`src/rtl/prim_mst_total_cost_defines.svh`:
```
// Assertion macros for the RTL file that carries checks.
`ifndef PRIM_MST_TOTAL_COST_DEFINES_SVH
`define PRIM_MST_TOTAL_COST_DEFINES_SVH

// Checks a property at every rising clock edge outside reset.
`define PMST_ASSERT(lbl, prop, msg) \
    lbl: assert property (@(posedge i_clk) disable iff (!i_rst_n) (prop)) else $error(msg);

// Checks that a condition in one cycle leads to a consequence in the next cycle.
`define PMST_ASSERT_NEXT(lbl, ante, cons, msg) \
    lbl: assert property (@(posedge i_clk) disable iff (!i_rst_n) (ante) |=> (cons)) \
        else $error(msg);

`endif

```
`src/rtl/pmst_pkg.sv`:
```
package pmst_pkg;

    localparam int ID_W    = 11;
    localparam int COST_W  = 32;
    localparam int TOTAL_W = 48;
    localparam int ST_W    = 2;
    localparam int EDGE_W  = 2 * ID_W + COST_W;
    localparam int IN_DATA_W  = ((EDGE_W + 7) / 8) * 8;
    localparam int OUT_DATA_W = ((TOTAL_W + ST_W + 7) / 8) * 8;

    localparam logic signed [COST_W-1:0] COST_NEVER = 32'sh7FFF_FFFF;

    typedef logic [ST_W-1:0] t_status;
    localparam t_status ST_OK       = 2'd0;
    localparam t_status ST_DISCONN  = 2'd1;
    localparam t_status ST_BAD_ID   = 2'd2;
    localparam t_status ST_OVERFLOW = 2'd3;

    typedef struct packed {
        logic signed [COST_W-1:0] cost;
        logic [ID_W-1:0]          v;
        logic [ID_W-1:0]          u;
    } t_edge;

    typedef struct packed {
        logic init;
        logic valid;
    } t_sel_ctl;

    typedef struct packed {
        logic                     found;
        logic signed [COST_W-1:0] cost;
        logic [ID_W-1:0]          pick;
    } t_sel_res;

endpackage

```
`src/rtl/pmst_tree_map.sv`:
```
module pmst_tree_map
    import pmst_pkg::*;
#(
    parameter int DEPTH = 1024,
    parameter int AW    = 10
) (
    input  logic          i_clk,
    input  logic          i_we,
    input  logic [AW-1:0] i_waddr,
    input  logic          i_wdata,
    input  logic [AW-1:0] i_raddr_a,
    input  logic [AW-1:0] i_raddr_b,
    output logic          o_rdata_a,
    output logic          o_rdata_b
);

    logic r_mem [DEPTH];
    logic r_rdata_a;
    logic r_rdata_b;

    always_ff @(posedge i_clk) begin
        if (i_we) begin
            r_mem[i_waddr] <= i_wdata;
        end
        r_rdata_a <= r_mem[i_raddr_a];
        r_rdata_b <= r_mem[i_raddr_b];
    end

    assign o_rdata_a = r_rdata_a;
    assign o_rdata_b = r_rdata_b;

endmodule

```
`config.mk`:
```
export PLATFORM = sky130hd
export DESIGN_NAME = pmst_tree_map
export DESIGN_NICKNAME = d
export VERILOG_FILES = /design/src/rtl/prim_mst_total_cost_defines.svh /design/src/rtl/pmst_pkg.sv /design/src/rtl/pmst_tree_map.sv
export SDC_FILE = /design/constraint.sdc
export NUM_CORES = 2
export LEC_CHECK = 0
export ABC_AREA = 0
export BUFFER_PORTS_ARGS = -buffer_cell sky130_fd_sc_hd__buf_4
export CAP_MARGIN = 30
export CORE_MARGIN = 3
export CORE_UTILIZATION = 55
export CTS_BUF_LIST = sky130_fd_sc_hd__clkbuf_4 sky130_fd_sc_hd__clkbuf_8
export DETAILED_ROUTE_END_ITERATION = 7
export GPL_TIMING_DRIVEN = 1
export MAX_ROUTING_LAYER = met4
export PLACE_DENSITY_LB_ADDON = 0.12
export REMOVE_ABC_BUFFERS = 1
export SYNTH_ARGS = -nofsm -noshare
export SYNTH_HDL_FRONTEND = slang
export SYNTH_SLANG_ARGS = --single-unit
```
`constraint.sdc`:
```
create_clock -name i_clk -period 3.9 [get_ports i_clk]
set_input_delay 0.78 -clock i_clk [delete_from_list [all_inputs] [get_ports i_clk]]
set_output_delay 0.78 -clock i_clk [all_outputs]
set_load 0.02 [all_outputs]
```
Word-level counts from Yosys, hierarchy flattened

Memory sizes are Yosys's and may differ from the RTL's. A register that Yosys moved wholly into a read port is not among the register bits.
Index checks and enable logic that the tools add are counted.

Register bits: 0
Latch bits: 0
Memory bits (writable): 1024
Memory bits (read-only): 0
Bits of input ports: 33
Word-level logic and storage cells: 3
Memories kept: 1

Memory list:

| name  | words | bits a word | read ports | clocked after Yosys merged registers in | write ports | line                | source |
|---|---|---|---|---|---|---|---|
| r_mem | 1024  | 1           | 2          | 2                                       | 1           | pmst_tree_map.sv:17 | `logic r_mem [DEPTH];` |

Add/sub/neg operators: 0
Multiply operators: 0
Divide/modulo/power cells: 0
Order comparisons: 0
Eq/ne operators: 0
Shift-type cells: 0
Mux-type cells: 2
Bitwise logic cells: 0
Reductions and logical operators: 0

Operator list:

| operator | number |
|---|---|
| $mux 1   | 2 |

Depth between registers and ports, before layout

Depth after elaboration: 2
Gate-level depth with buffers: 14
Depth with buffers taken out: 8

Worst setup path before layout

No wires, ideal clock.

Path type: in2reg
Start point: input port i_raddr_b[1]
End point: register r_rdata_b (netlist: o_rdata_b) (read register of r_mem)
Setup time: 0.135 ns
Arrival: 2.939 ns
Required time: 3.765 ns
Setup slack: 0.826 ns
Stages on the path: 12
Cell sequence: buf_2 buf_4 buf_4 buf_2 buf_2 mux4_2 a22oi_1 nand3_1 o311ai_0 a31oi_1 o21ai_0 o2111ai_1

RTL lines:

| element            | line                | source |
|---|---|---|
| start: declaration | pmst_tree_map.sv:12 | `input logic [AW-1:0] i_raddr_b,` |
| end: declaration   | pmst_tree_map.sv:19 | `logic r_rdata_b;` |

==> flow_summary.json <==
{
  "status": "finished clean",
  "fin_area_um2": 59100,
  "power_density_nw_per_um2": 398,
  "yosys_warnings": 0,
  "dr.pass1.iters": 6,
  "met3_length_mm": 23.9,
  "wl_met1_mm": 62.3,
  "synthCells": 3860,
  "fin_ws_ps": 736,
  "grt_pass1_wl_mm": 257,
  "p_leak_nw": 18.4,
  "drt_iter0_markers": 5786,
  "async_reset_ff_frac": 0,
  "ff_latch_area_um2": 30800,
  "dr.max_layer_used": "met4",
  "ctsResizeCount": 0,
  "cts_tree": "built",
  "io_pins": 35,
  "multiInputGateArea_um2": 20500,
  "fmax_mhz": 316,
  "ant_nets": 0,
  "grt-ovfl-total": 0,
  "design.core.area_um2": 95400,
  "cts_buffer_depth": 3,
  "avgSynthCellArea_um2": 13.8,
  "cts_sinks": 1026,
  "ir_worst_vdd_mv": 0.383,
  "drt-total-wl_mm": 180,
  "pre_cts_ws_ps": -61.1,
  "drc": 0,
  "cap_violations": 0,
  "io_buffers": 34,
  "endpoint": "o_rdata_b$_DFF_P_",
  "fin_crit_sh": 0.811,
  "dieArea_um2": 101000,
  "insertion_delay_ps": 850,
  "area_growth_pct": 11.0,
  "cp-start-kind": "input port",
  "route.met2.wl_mm": 83.2,
  "place_area_um2": 55800,
  "cts_hold_buf": 0,
  "gp_congestion": 0.916,
  "final_cell_mix": "1058 x nor2_1, 1024 x edfxtp_1, 425 x mux4_2, 249 x buf_4, 224 x mux2i_1",
  "tightest_slew_ps": 1060,
  "rrSetupSlack_ps": 990,
  "final_common_cell": "nor2_1",
  "initial_core_util": 0.558,
  "die_y_um": 317,
  "cp-end-kind": "flop",
  "cts_buffers": 173,
  "nets": 3977,
  "r2r_cells": 9,
  "skew_ps": 31.8,
  "finalHoldViolCount": 0,
  "antenna_found_initial": 5,
  "rsz0062_at_grt": "false",
  "synthFlopType": "edfxtp_1",
  "crit_type": "in2reg",
  "syn_area_um2": 53200,
  "crit_arrival_ps": 3860,
  "ys_seq_area_frac": 0.579,
  "grt_pass1_vias": 37500,
  "grt_start_max_net_pins": 220,
  "crit_start": "i_raddr_b[0]",
  "dp_hpwl_mm": 106,
  "cts_setup_buffers": 0,
  "final_cells": 5340,
  "finalCriticalPeriod_ps": 3160,
  "worstHoldPathType": "in2reg",
  "n_fill_cell": 7315,
  "yosys.area.top_type_share": 0.578,
  "num_vias": 37700,
  "synth-edff-count": 1024,
  "drive_gt1_frac": 0.251,
  "crit_fanout": 31,
  "via_per_inst": 7.06,
  "ctsHtreeMaxLevel": 4,
  "synth_cell_type_count": 63,
  "dp.cells": 5030,
  "ys_ff_latch": 1026,
  "detail_route.wl_per_cell_um": 33.7,
  "finalPower_w": 0.0235,
  "reg2reg_to": "o_rdata_b$_DFF_P_",
  "setup_viol": 0,
  "slew_viol_final": 0,
  "rows": 113,
  "rr_startpoint": "r_mem[767]$_DFFE_PP_",
  "required_ps": 4600,
  "globalRouteTotalUtil": 0.372,
  "clk_pin_slew_ps": 60,
  "yosys-top-cells-area": "edfxtp_1 58%, mux4_2 18%, nor2_1 7.5%",
  "cts_root_buf": "clkbuf_8",
  "maxSlewHeadroom": 0.289,
  "chipWidth_um": 317,
  "synth_top_area_cell": "edfxtp_1"
}
-- metrics by stage --
stage          utilization  setup TNS (ps)  hold WS (ps)
2_1_floorplan            -               0           879
3_3_place_gp         0.584               0          1040
3_5_place_dp         0.585           -61.9          1070
4_1_cts              0.618               0           272
5_1_grt              0.619               0           334
6_report             0.619               0           337
-- final cells by class --
| cell class | instances | share of cell area |
|---|---|---|
| diodes | 9 | 0.000381 |
| clock buffers | 225 | 0.0472 |
| clock inverters | 72 | 0.00587 |
| inverters | 13 | 0.000826 |
| multi-input cells | 2426 | 0.347 |
| flip-flops and latches | 1026 | 0.521 |
| well taps | 1265 | 0.0268 |
| repair buffers | 304 | 0.0507 |
-- per-layer routing --
layer,GRT usage,vias to the layer above
met5,-,-
met4,0.188,0
met3,0.103,636
met2,0.556,2927
met1,0.471,19100
li1,-,15000
-- Yosys cell counts (5+ instances only) --
cell          n
o311ai_0      8
nor2b_1      23
nand3_1      31
mux4_1       10
a221oi_1      5
nor3_1       46
a22oi_1      37
mux4_2      425
o221ai_1     83
a2111oi_0     9
and2_1        7
a211oi_1     12
o21ai_0      28
nor2_1     1058
buf_4        37
nand4_1      13
edfxtp_1   1024
o211ai_1      5
o22ai_1      50
inv_1        10
buf_2        49
a31oi_1       9
or3_1         6
nand2_1     155
a22o_1        6
nand2b_1     10
mux2i_1     224
a21oi_1      84
nor3b_1      11
clkbuf_1    196
and3_1        8
nor4_1       10
buf_1        75
buf_6        36
-- power breakdown --
part / internal [W] / switching [W]
combinational: 0.000870 / 0.00141
sequential: 0.0121 / 0.0000112
clock: 0.00469 / 0.00436
total: 0.0177 / 0.00578
-- worst max-delay path, stage by stage --
cell and delay (ps):
buf_8 350, buf_12 250, mux4_2 520, nand2_1 100
a21oi_1 70, a311o_1 280, nor4_1 650, nor3_1 270
nor3b_1 310, o2111ai_1 160
-- sequential cells by signal, summed over array words and instances (netlist names) --
signal and count:
o_rdata_a 1, o_rdata_b 1, r_mem 1024
-- how the worst min path moves through the flow --
| stage | from | to | slack [ps] | cells past startpoint |
|---|---|---|---|---|
| detailed placement | r_mem[200]$_DFFE_PP_ | o_rdata_b$_DFF_P_ | 1070 | 5 |
| finish | i_raddr_a[6] | o_rdata_a$_DFF_P_ | 340 | 2 |
| CTS | i_raddr_a[6] | o_rdata_a$_DFF_P_ | 270 | 2 |
| global placement | r_mem[200]$_DFFE_PP_ | o_rdata_b$_DFF_P_ | 1040 | 5 |
| global route | i_raddr_a[6] | o_rdata_a$_DFF_P_ | 330 | 2 |
| floorplan | i_wdata | r_mem[0]$_DFFE_PP_ | 880 | 0 |
-- cell families after synthesis --
group	count (synthesis)	share of synthesized area
AND/OR/NAND/NOR	1399	0.107
flip-flops	1026	0.579
multiplexers	665	0.229
buffers and inverters	408	0.0382
AO/OA/AOI/OAI	362	0.0478
Note: power is estimated with default switching activity, not from simulation.
