--- src/rtl/prim_mst_total_cost_defines.svh ---
// Assertion macros for the RTL file that carries checks.
`ifndef PRIM_MST_TOTAL_COST_DEFINES_SVH
`define PRIM_MST_TOTAL_COST_DEFINES_SVH

// Checks a property at every rising clock edge outside reset.
`define PMST_ASSERT(lbl, prop, msg) \
    lbl: assert property (@(posedge i_clk) disable iff (!i_rst_n) (prop)) else $error(msg);

// Checks that a condition in one cycle leads to a consequence in the next cycle.
`define PMST_ASSERT_NEXT(lbl, ante, cons, msg) \
    lbl: assert property (@(posedge i_clk) disable iff (!i_rst_n) (ante) |=> (cons)) \
        else $error(msg);

`endif

--- src/rtl/pmst_pkg.sv ---
package pmst_pkg;

    localparam int ID_W    = 11;
    localparam int COST_W  = 32;
    localparam int TOTAL_W = 48;
    localparam int ST_W    = 2;
    localparam int EDGE_W  = 2 * ID_W + COST_W;
    localparam int IN_DATA_W  = ((EDGE_W + 7) / 8) * 8;
    localparam int OUT_DATA_W = ((TOTAL_W + ST_W + 7) / 8) * 8;

    localparam logic signed [COST_W-1:0] COST_NEVER = 32'sh7FFF_FFFF;

    typedef logic [ST_W-1:0] t_status;
    localparam t_status ST_OK       = 2'd0;
    localparam t_status ST_DISCONN  = 2'd1;
    localparam t_status ST_BAD_ID   = 2'd2;
    localparam t_status ST_OVERFLOW = 2'd3;

    typedef struct packed {
        logic signed [COST_W-1:0] cost;
        logic [ID_W-1:0]          v;
        logic [ID_W-1:0]          u;
    } t_edge;

    typedef struct packed {
        logic init;
        logic valid;
    } t_sel_ctl;

    typedef struct packed {
        logic                     found;
        logic signed [COST_W-1:0] cost;
        logic [ID_W-1:0]          pick;
    } t_sel_res;

endpackage

--- src/rtl/pmst_best_sel.sv ---
module pmst_best_sel
    import pmst_pkg::*;
(
    input  logic     i_clk,
    input  logic     i_rst_n,
    input  t_sel_ctl i_ctl,
    input  logic     i_in_a,
    input  logic     i_in_b,
    input  t_edge    i_edge,
    output t_sel_res o_res
);

    logic                     r_found;
    logic signed [COST_W-1:0] r_best;
    logic [ID_W-1:0]          r_pick;
    logic                     take;

    // An edge is a candidate when exactly one endpoint is in the tree and it is
    // strictly cheaper than the best so far, so the first of equal costs wins.
    assign take = i_ctl.valid && (i_in_a != i_in_b) && (i_edge.cost < r_best);

    always_ff @(posedge i_clk) begin
        if (!i_rst_n) begin
            r_found <= 1'b0;
            r_best  <= COST_NEVER;
        end else if (i_ctl.init) begin
            r_found <= 1'b0;
            r_best  <= COST_NEVER;
        end else if (take) begin
            r_found <= 1'b1;
            r_best  <= i_edge.cost;
        end
    end

    always_ff @(posedge i_clk) begin
        if (take) begin
            r_pick <= i_in_a ? i_edge.v : i_edge.u;
        end
    end

    assign o_res.found = r_found;
    assign o_res.cost  = r_best;
    assign o_res.pick  = r_pick;

endmodule

--- config.mk ---
export PLATFORM = sky130hd
export DESIGN_NAME = pmst_best_sel
export DESIGN_NICKNAME = d
export VERILOG_FILES = /design/src/rtl/prim_mst_total_cost_defines.svh /design/src/rtl/pmst_pkg.sv /design/src/rtl/pmst_best_sel.sv
export SDC_FILE = /design/constraint.sdc
export NUM_CORES = 1
export LEC_CHECK = 0
export BUFFER_PORTS_ARGS = -buffer_cell sky130_fd_sc_hd__buf_2
export CORE_MARGIN = 2
export CORE_UTILIZATION = 50
export CTS_BUF_LIST = sky130_fd_sc_hd__clkbuf_8
export DETAILED_ROUTE_END_ITERATION = 8
export PLACE_DENSITY = 0.78
export SYNTH_ARGS = -nofsm -noshare
export SYNTH_HDL_FRONTEND = slang
export SYNTH_SLANG_ARGS = --single-unit
--- constraint.sdc ---
create_clock -name i_clk -period 2.95 [get_ports i_clk]
set_clock_uncertainty 0.05 [all_clocks]
set_input_delay 0.295 -clock i_clk [delete_from_list [all_inputs] [get_ports i_clk]]
set_output_delay 0.295 -clock i_clk [all_outputs]
set_load 0.01 [all_outputs]
# Yosys cells after proc, flatten, opt, wreduce, memory -nomap -nowiden
# Index checks and enable logic that the tools add are counted.
# op_classes
order_cmp,1
n_eq_ne,1
mux,1
bitwise_logic,1
reduce_logical,3
# ops
operator,n
$lt 32x32->1,1
$mux 11,1
$logic_and 1x1->1,2
$reduce_or 2->1,1
$ne 1x1->1,1
$not 1->1,1
# totals
ff_bits,44
in_bits,60

# Longest topological paths before layout
# Gate-level depths: netlist of the first run.
# depth
depth_word,3
mapped_depth,10
depth_no_buf,9

# Worst setup path after synthesis of the first run
# OpenSTA, ideal clock, no wires.
# synth_timing
path_kind,flip-flop to flip-flop
startpoint,reg r_best[31]
endpoint,"reg r_pick[0], enable pin"
setup_ns,0.339
arrival_time_ns,2.273
required_ns,2.561
slack_ns,0.289
path_stages_with_launch,11
path_cell_list,dfxtp_1 -> inv_1 -> ha_1 -> nand4_1 -> nor4_1 -> a22o_1 -> nor4_2 -> nor3_1 -> a31oi_4 -> buf_6 -> inv_1
# synth_between
elab_chain_cells,2
# synth_lines
element,line_no,text
start: declaration,pmst_best_sel.sv:14,logic signed [COST_W-1:0] r_best;
start signal: assignment,pmst_best_sel.sv:31,r_best <= i_edge.cost;
$lt 32x32->1,pmst_best_sel.sv:20,assign take = i_ctl.valid && (i_in_a != i_in_b) && (i_edge.cost < r_best);
$logic_and 1x1->1,pmst_best_sel.sv:20,
via take,pmst_best_sel.sv:16,logic take;
end signal: assignment,pmst_best_sel.sv:37,r_pick <= i_in_a ? i_edge.v : i_edge.u;
end: declaration,pmst_best_sel.sv:15,logic [ID_W-1:0] r_pick;
# The timed path passes the listed nets, and every way through them passes these cells.
# A chain may end at the register's enable or synchronous reset.

# Worst setup path after layout of the first run
# layout_timing
startpoint,reg r_best[31]
endpoint,"reg r_pick[9], enable pin"
# The elaborated chain is that of the path after synthesis.

==> results.md, run 1 <==
- Period utilisation layout: 91.9%
- PwrDens: 370 nW/um^2
- Clock Path Buffers: 2
- RSZ-0062 raised after global routing: false
- Post-CTS Hold Fix Bufs: 0
- Post-route cell area: 3230 sq um
- Sequential area share after synthesis: 38.4%
- Synth Instances: 282
- Most common cell after layout, fill and taps aside: buf_2
- DR vias: 2,198
- Post-detailed-route count of antenna-violating nets: 0
- Die Wd: 75.8 um
- Most frequent cells in the layout: buf_2 (103), nor2_1 (71), inv_1 (37)
- Final Slew Violations: 0
- Die height: 75.8 um
- Reg2reg start: r_best[31]$_SDFFE_PP0P_
- Number of max-cap violations: 0
- Synth Net Count: 373
- DRC: 0
- Total clock sinks: 44
- I/O pins: 104
- Root Buffer: clkbuf_8
- CP arrival: 2610 ps
- Hold_sp: i_edge[22]
- Vias in the first global route: 2,052
- EDFF count, synth: 11
- Post-DP Area: 3150 sq um
- Initial antenna violation count: 0
- Final TNS setup: 0 ps
- Peak supply drop: 0.000223 V
- H-tree Lvls: 2
- Number of core rows: 26
- Worst Tran Pin Value: 589 ps
- Hold Path Depth: 3
- Number of iterations in the first detailed-routing pass: 4
- Post-CTS Setup Repair Bufs: 0
- Syn_area_per_cell: 9.14 sq um
- Yosys reg bits: 44
- Clk slew on worst S/H paths: 80 ps
- CTS tree: built
- Final min period: 2710 ps
- Worst EP required: 2850 ps
- Cts repair resizes: 0
- Crit. End Element: flip-flop
- Area of the multi-input gates: 1390 sq um
- Share of cells above drive strength 1: 33.4%
- Nets: 476
- Count of input and output buffers: 103
- Outcome: completed
- WL/cell: 11.7 um
- CTS Buf Count: 5
- Vias per cell: 4.82
- LEAKAGE: 0.00190 uW
- WL final: 5350 um
- Slew HR: 60.7%
- Setup CP Type: reg -> reg
- 1st-iter DRT viols: 62
- Total track usage: 19.2%
- Clock Latency Late Sink: 290 ps
- Cell area after synthesis: 2580 sq um
- Total gr overflow: 0
- Hold worst-path end: r_best[0]$_SDFFE_PP1P_
- Final Util: 64.1%
- R2R depth: 9
- Number of distinct library cells after synthesis: 29
- Final hold vios: 0
- Ys flop type: dfxtp_1
- Worst reg-to-reg setup slack: 240 ps
- Ys Warns: 0
- Crit path launch type: flip-flop
- Gp weighted congestion: 0.783
- Register area: 991 sq um
- First-pass GRT wire length: 8600 um
- Worst min path class: in -> reg
- Post-synth ARST share: 0%
- FILL cells: 436
- Starting Density: 51.1%
- Area grow syn2layout: 25.5%
- N_diodes: 0
- DP Wirelength: 4380 um
- CP max FO: 11
- Reg2Reg Capture Point: r_pick[9]$_DFFE_PP_
- Final setup violation count: 0
- Die Area: 5740 sq um
- CORE AREA: 5040 sq um
- Largest net degree at the start of global routing: 36
- Max frequency: 369 MHz
-- where the power goes --
part / switching [uW] / total (uW) / internal [uW]
clock: 197 / 359 / 162
sequential: 7.41 / 644 / 636
combinational: 102 / 195 / 92.6
-- sequential cells by signal, indices dropped and copies added, names as in the netlist --
name,cells
r_best,32
r_pick,11
r_found,1
-- Yosys cell counts (4+ instances only) --
cell / n / area [sq um]
a21oi_1: 11 / 55.1
clkbuf_1: 7 / 26.3
dfxtp_1: 33 / 661
edfxtp_1: 11 / 330
ha_1: 31 / 388
inv_1: 35 / 131
mux2_2: 12 / 135
mux2i_1: 31 / 310
nand2_1: 9 / 33.8
nand4_1: 4 / 25.0
nor2_1: 71 / 267
o21ai_0: 4 / 20.0
-- metrics by stage --
step | instances | hold slack, ps | setup WS (ps) | total power, uW
floorplan | 282 | 376 | 289 | 775
finish | 456 | 223 | 238 | 1200
global placement | 448 | 383 | 330 | 848
global route | 456 | 235 | 42.4 | 1260
CTS | 456 | 221 | 233 | 1210
detailed placement | 448 | 394 | 227 | 854
-- cells by family after synthesis --
group / Yosys count / synth area share (%)
xor gates and xnor gates: 1 / 0.340
buffers and inverters: 47 / 7.86
muxes: 43 / 17.3
AOI/OAI and AO/OA: 25 / 6.55
DFF: 44 / 38.4
adders and majority gates: 31 / 15.0
and+or+nand+nor: 91 / 14.5
-- cell type report --
class	instances	share of cell area, %
repair buffers	108	17.1
well taps	70	2.71
clock inverters	3	0.503
inverters	35	4.06
flip-flops and latches	44	30.6
multi-input cells	191	42.9
clock buffers	5	2.13
-- critical path, cell delays in order (launching register included) --
cell and delay [ps]:
dfxtp_1 330, inv_1 60, ha_1 330, nand4_1 160, nor4_1 430, a22o_1 230
nor4_2 70, nor3_1 270, a31oi_4 90, inv_1 350
-- layer usage --
metal	GRT usage, %	vias up	part of all wire (%)
met4	4.68	0	0.95
met1	24.6	997	43
li1	-	1145	-
met3	4.89	6	6.4
met2	32.6	50	49
met5	0	-	0
-- worst max-delay path by stage --
stage	from	endpoint	slack [ps]	depth (start not counted)
after floorplan	r_best[31]$_SDFFE_PP0P_	r_pick[0]$_DFFE_PP_	290	10
after detailed placement	i_edge[53]	r_pick[10]$_DFFE_PP_	230	9
final	r_best[31]$_SDFFE_PP0P_	r_pick[9]$_DFFE_PP_	240	9
after CTS	r_best[31]$_SDFFE_PP0P_	r_pick[10]$_DFFE_PP_	230	9
after global placement	i_edge[24]	r_best[1]$_SDFFE_PP1P_	330	9
after global routing	r_best[31]$_SDFFE_PP0P_	r_pick[5]$_DFFE_PP_	40	9
Note: power is estimated with default switching activity, not from simulation.
==> inputs of run 2 (changes only) <==
--- a/config.mk
+++ b/config.mk
@@ -11,6 +11,7 @@
 export CTS_BUF_LIST = sky130_fd_sc_hd__clkbuf_8
 export DETAILED_ROUTE_END_ITERATION = 8
 export PLACE_DENSITY = 0.78
+export REMOVE_ABC_BUFFERS = 1
 export SYNTH_ARGS = -nofsm -noshare
 export SYNTH_HDL_FRONTEND = slang
 export SYNTH_SLANG_ARGS = --single-unit
==> results.md, run 2 (synthesized netlist as in run 1, its figures left out) <==
- Total gr overflow: 0 (unchanged)
- Share of cells above drive strength 1: 33.8% (+0.35 points)
- Initial antenna violation count: 0 (unchanged)
- R2R depth: 9 (unchanged)
- Worst Tran Pin Value: 664 ps (+74.6 ps)
- Crit path cell chain: inv_1, ha_1, nand4_1, a211o_1, a2111oi_1, o211ai_1, a31oi_4, buf_6, mux2i_1
- Die height: 75.8 um (unchanged)
- Reg2reg start: r_best[7]$_SDFFE_PP1P_
- Area grow syn2layout: 26.5%
- DP Wirelength: 4350 um (-0.60%)
- CORE AREA: 5040 sq um (unchanged)
- Max frequency: 376 MHz (+1.8%)
- Clk slew on worst S/H paths: 90 ps (about the same)
- CP Buf/Inv Count: 2 (unchanged)
- CTS tree: built
- Nets: 475 (-0.21%)
- CTS Buf Count: 5 (unchanged)
- Number of iterations in the first detailed-routing pass: 4 (unchanged)
- Total track usage: 19.3% (+0.090 points)
- Outcome: completed
- LEAKAGE: 0.00190 uW (about the same)
- Post-CTS Hold Fix Bufs: 0 (unchanged)
- Hold WS: 208 ps (-14.9 ps)
- Hold worst-path end: r_best[3]$_SDFFE_PP1P_
- Post-route cell area: 3260 sq um (+0.81%)
- Worst EP required: 3130 ps (+280 ps)
- Setup CP Type: reg -> reg
- Largest net degree at the start of global routing: 38 (+5.6%)
- Setup ws final: 287 ps (+48.9 ps)
- Biggest register: r_best
- DRC: 0 (unchanged)
- Clock Path Buffers: 2 (unchanged)
- Gp weighted congestion: 0.881 (+13%)
- Most frequent cells in the layout: buf_2 (103), nor2_1 (71), inv_1 (35)
- Reg2Reg Capture Point: r_best[8]$_SDFFE_PP1P_
- Peak supply drop: 0.000241 V (+7.9%)
- Dpl ws: 145 ps (-82.0 ps)
- Number of max-cap violations: 0 (unchanged)
- Die Wd: 75.8 um (unchanged)
- Final setup violation count: 0 (unchanged)
- Largest registers: r_best: 32 flops, r_pick: 11 flops, r_found: 1 flops
- Hold_sp: i_edge[25]
- Post-DP Area: 3140 sq um (-0.24%)
- Final min period: 2660 ps (-48.9 ps)
- CP arrival: 2850 ps (+240 ps)
- Crit path launch type: flip-flop
- Worst reg-to-reg setup slack: 290 ps (+50 ps)
- RSZ-0062 raised after global routing: false
- Slowest cell on the critical path: a2111oi_1
- DR vias: 2,236 (+1.7%)
- CP startpoint: r_best[7]$_SDFFE_PP1P_
- N_diodes: 0 (unchanged)
- WL final: 5370 um (+0.26%)
- Starting Density: 51.1% (unchanged)
- Vias in the first global route: 1,982 (-3.4%)
- Number of core rows: 26 (unchanged)
- Period utilisation layout: 90.3% (-1.7 points)
- Post-detailed-route count of antenna-violating nets: 0 (unchanged)
- Crit. End Element: flip-flop
- PwrDens: 403 nW/um^2 (+8.7%)
- Final Util: 64.7% (+0.52 points)
- Crit-path leading delay family: compound AO/OA/AOI/OAI gates
- Count of input and output buffers: 103 (unchanged)
- H-tree Lvls: 2 (unchanged)
- I/O pins: 104 (unchanged)
- Max reg flops: 32 (unchanged)
- CP max FO: 20 (+9)
- Placed Cells: 447 (-0.22%)
- Final Slew Violations: 0 (unchanged)
- Final hold vios: 0 (unchanged)
- Root Buffer: clkbuf_8
- Clock Latency Late Sink: 300 ps (about the same)
- Vias per cell: 4.91 (+2.0%)
- Die Area: 5740 sq um (unchanged)
- Total clock sinks: 44 (unchanged)
- 1st-iter DRT viols: 68 (+9.7%)
- Hold Path Depth: 3 (unchanged)
- Fin cells: 455 (-0.22%)
- Worst min path class: in -> reg
- Slew HR: 55.7% (-5.0 points)
- WL/cell: 11.8 um (+0.48%)
- FILL cells: 410 (-6.0%)
- First-pass GRT wire length: 8460 um (-1.7%)
- Most common cell after layout, fill and taps aside: buf_2
- Worst path max stage delay: 460 ps (+30 ps)
run 2: worst max-delay path by stage:
| stage | end | cells after the start |
|---|---|---|
| floorplan | r_pick[0]$_DFFE_PP_ | 9 |
| global placement | r_best[1]$_SDFFE_PP1P_ | 9 |
| detailed placement | r_best[15]$_SDFFE_PP1P_ | 9 |
| CTS | r_best[8]$_SDFFE_PP1P_ | 9 |
| global route | r_best[8]$_SDFFE_PP1P_ | 9 |
| finish | r_best[8]$_SDFFE_PP1P_ | 9 |
run 2: through the flow:
step	TNS, ps	power [uW]
after floorplan	-4620	767
after global placement	0	850
after detailed placement	0	855
after CTS	0	1330
after global routing	0	1380
final	0	1310
run 2: layout make-up:
class	instances	area, sq um	share of cell area [%]
clock buffers	5	68.8	2.11
clock inverters	3	46.3	1.42
inverters	35	131	4.03
multi-input cells	191	1390	42.5
flip-flops and latches	44	991	30.4
well taps	70	87.6	2.69
repair buffers	107	549	16.8
run 2: report_power, final:
group | leakage, uW | internal, uW | switching, uW
logic | 0.00148 | 93.3 | 103
registers | 0.000369 | 636 | 7.51
clock network | 0.0000548 | 255 | 218
total | 0.00190 | 985 | 328
run 2: repair_timing:
action                     4_1_cts  5_1_grt
setup buffers                    0        0
setup endpoints to repair        0        2
gates resized for setup          0        1
run 2: worst reg2reg max path, stage by stage (launching register included):
cell	delay, ps
dfxtp_1	360
inv_1	50
ha_1	280
nand4_1	110
a211o_1	280
a2111oi_1	460
o211ai_1	220
a31oi_4	260
buf_6	290
mux2i_1	240
run 2: routing by layer:
layer / global-route usage, % / share of wire [%] / wire length [um]
met1: 22.7 / 43 / 2300
met2: 34.4 / 48 / 2600
met3: 4.89 / 7.7 / 411
met4: 5.85 / 1.1 / 57
met5: 0 / 0 / 0
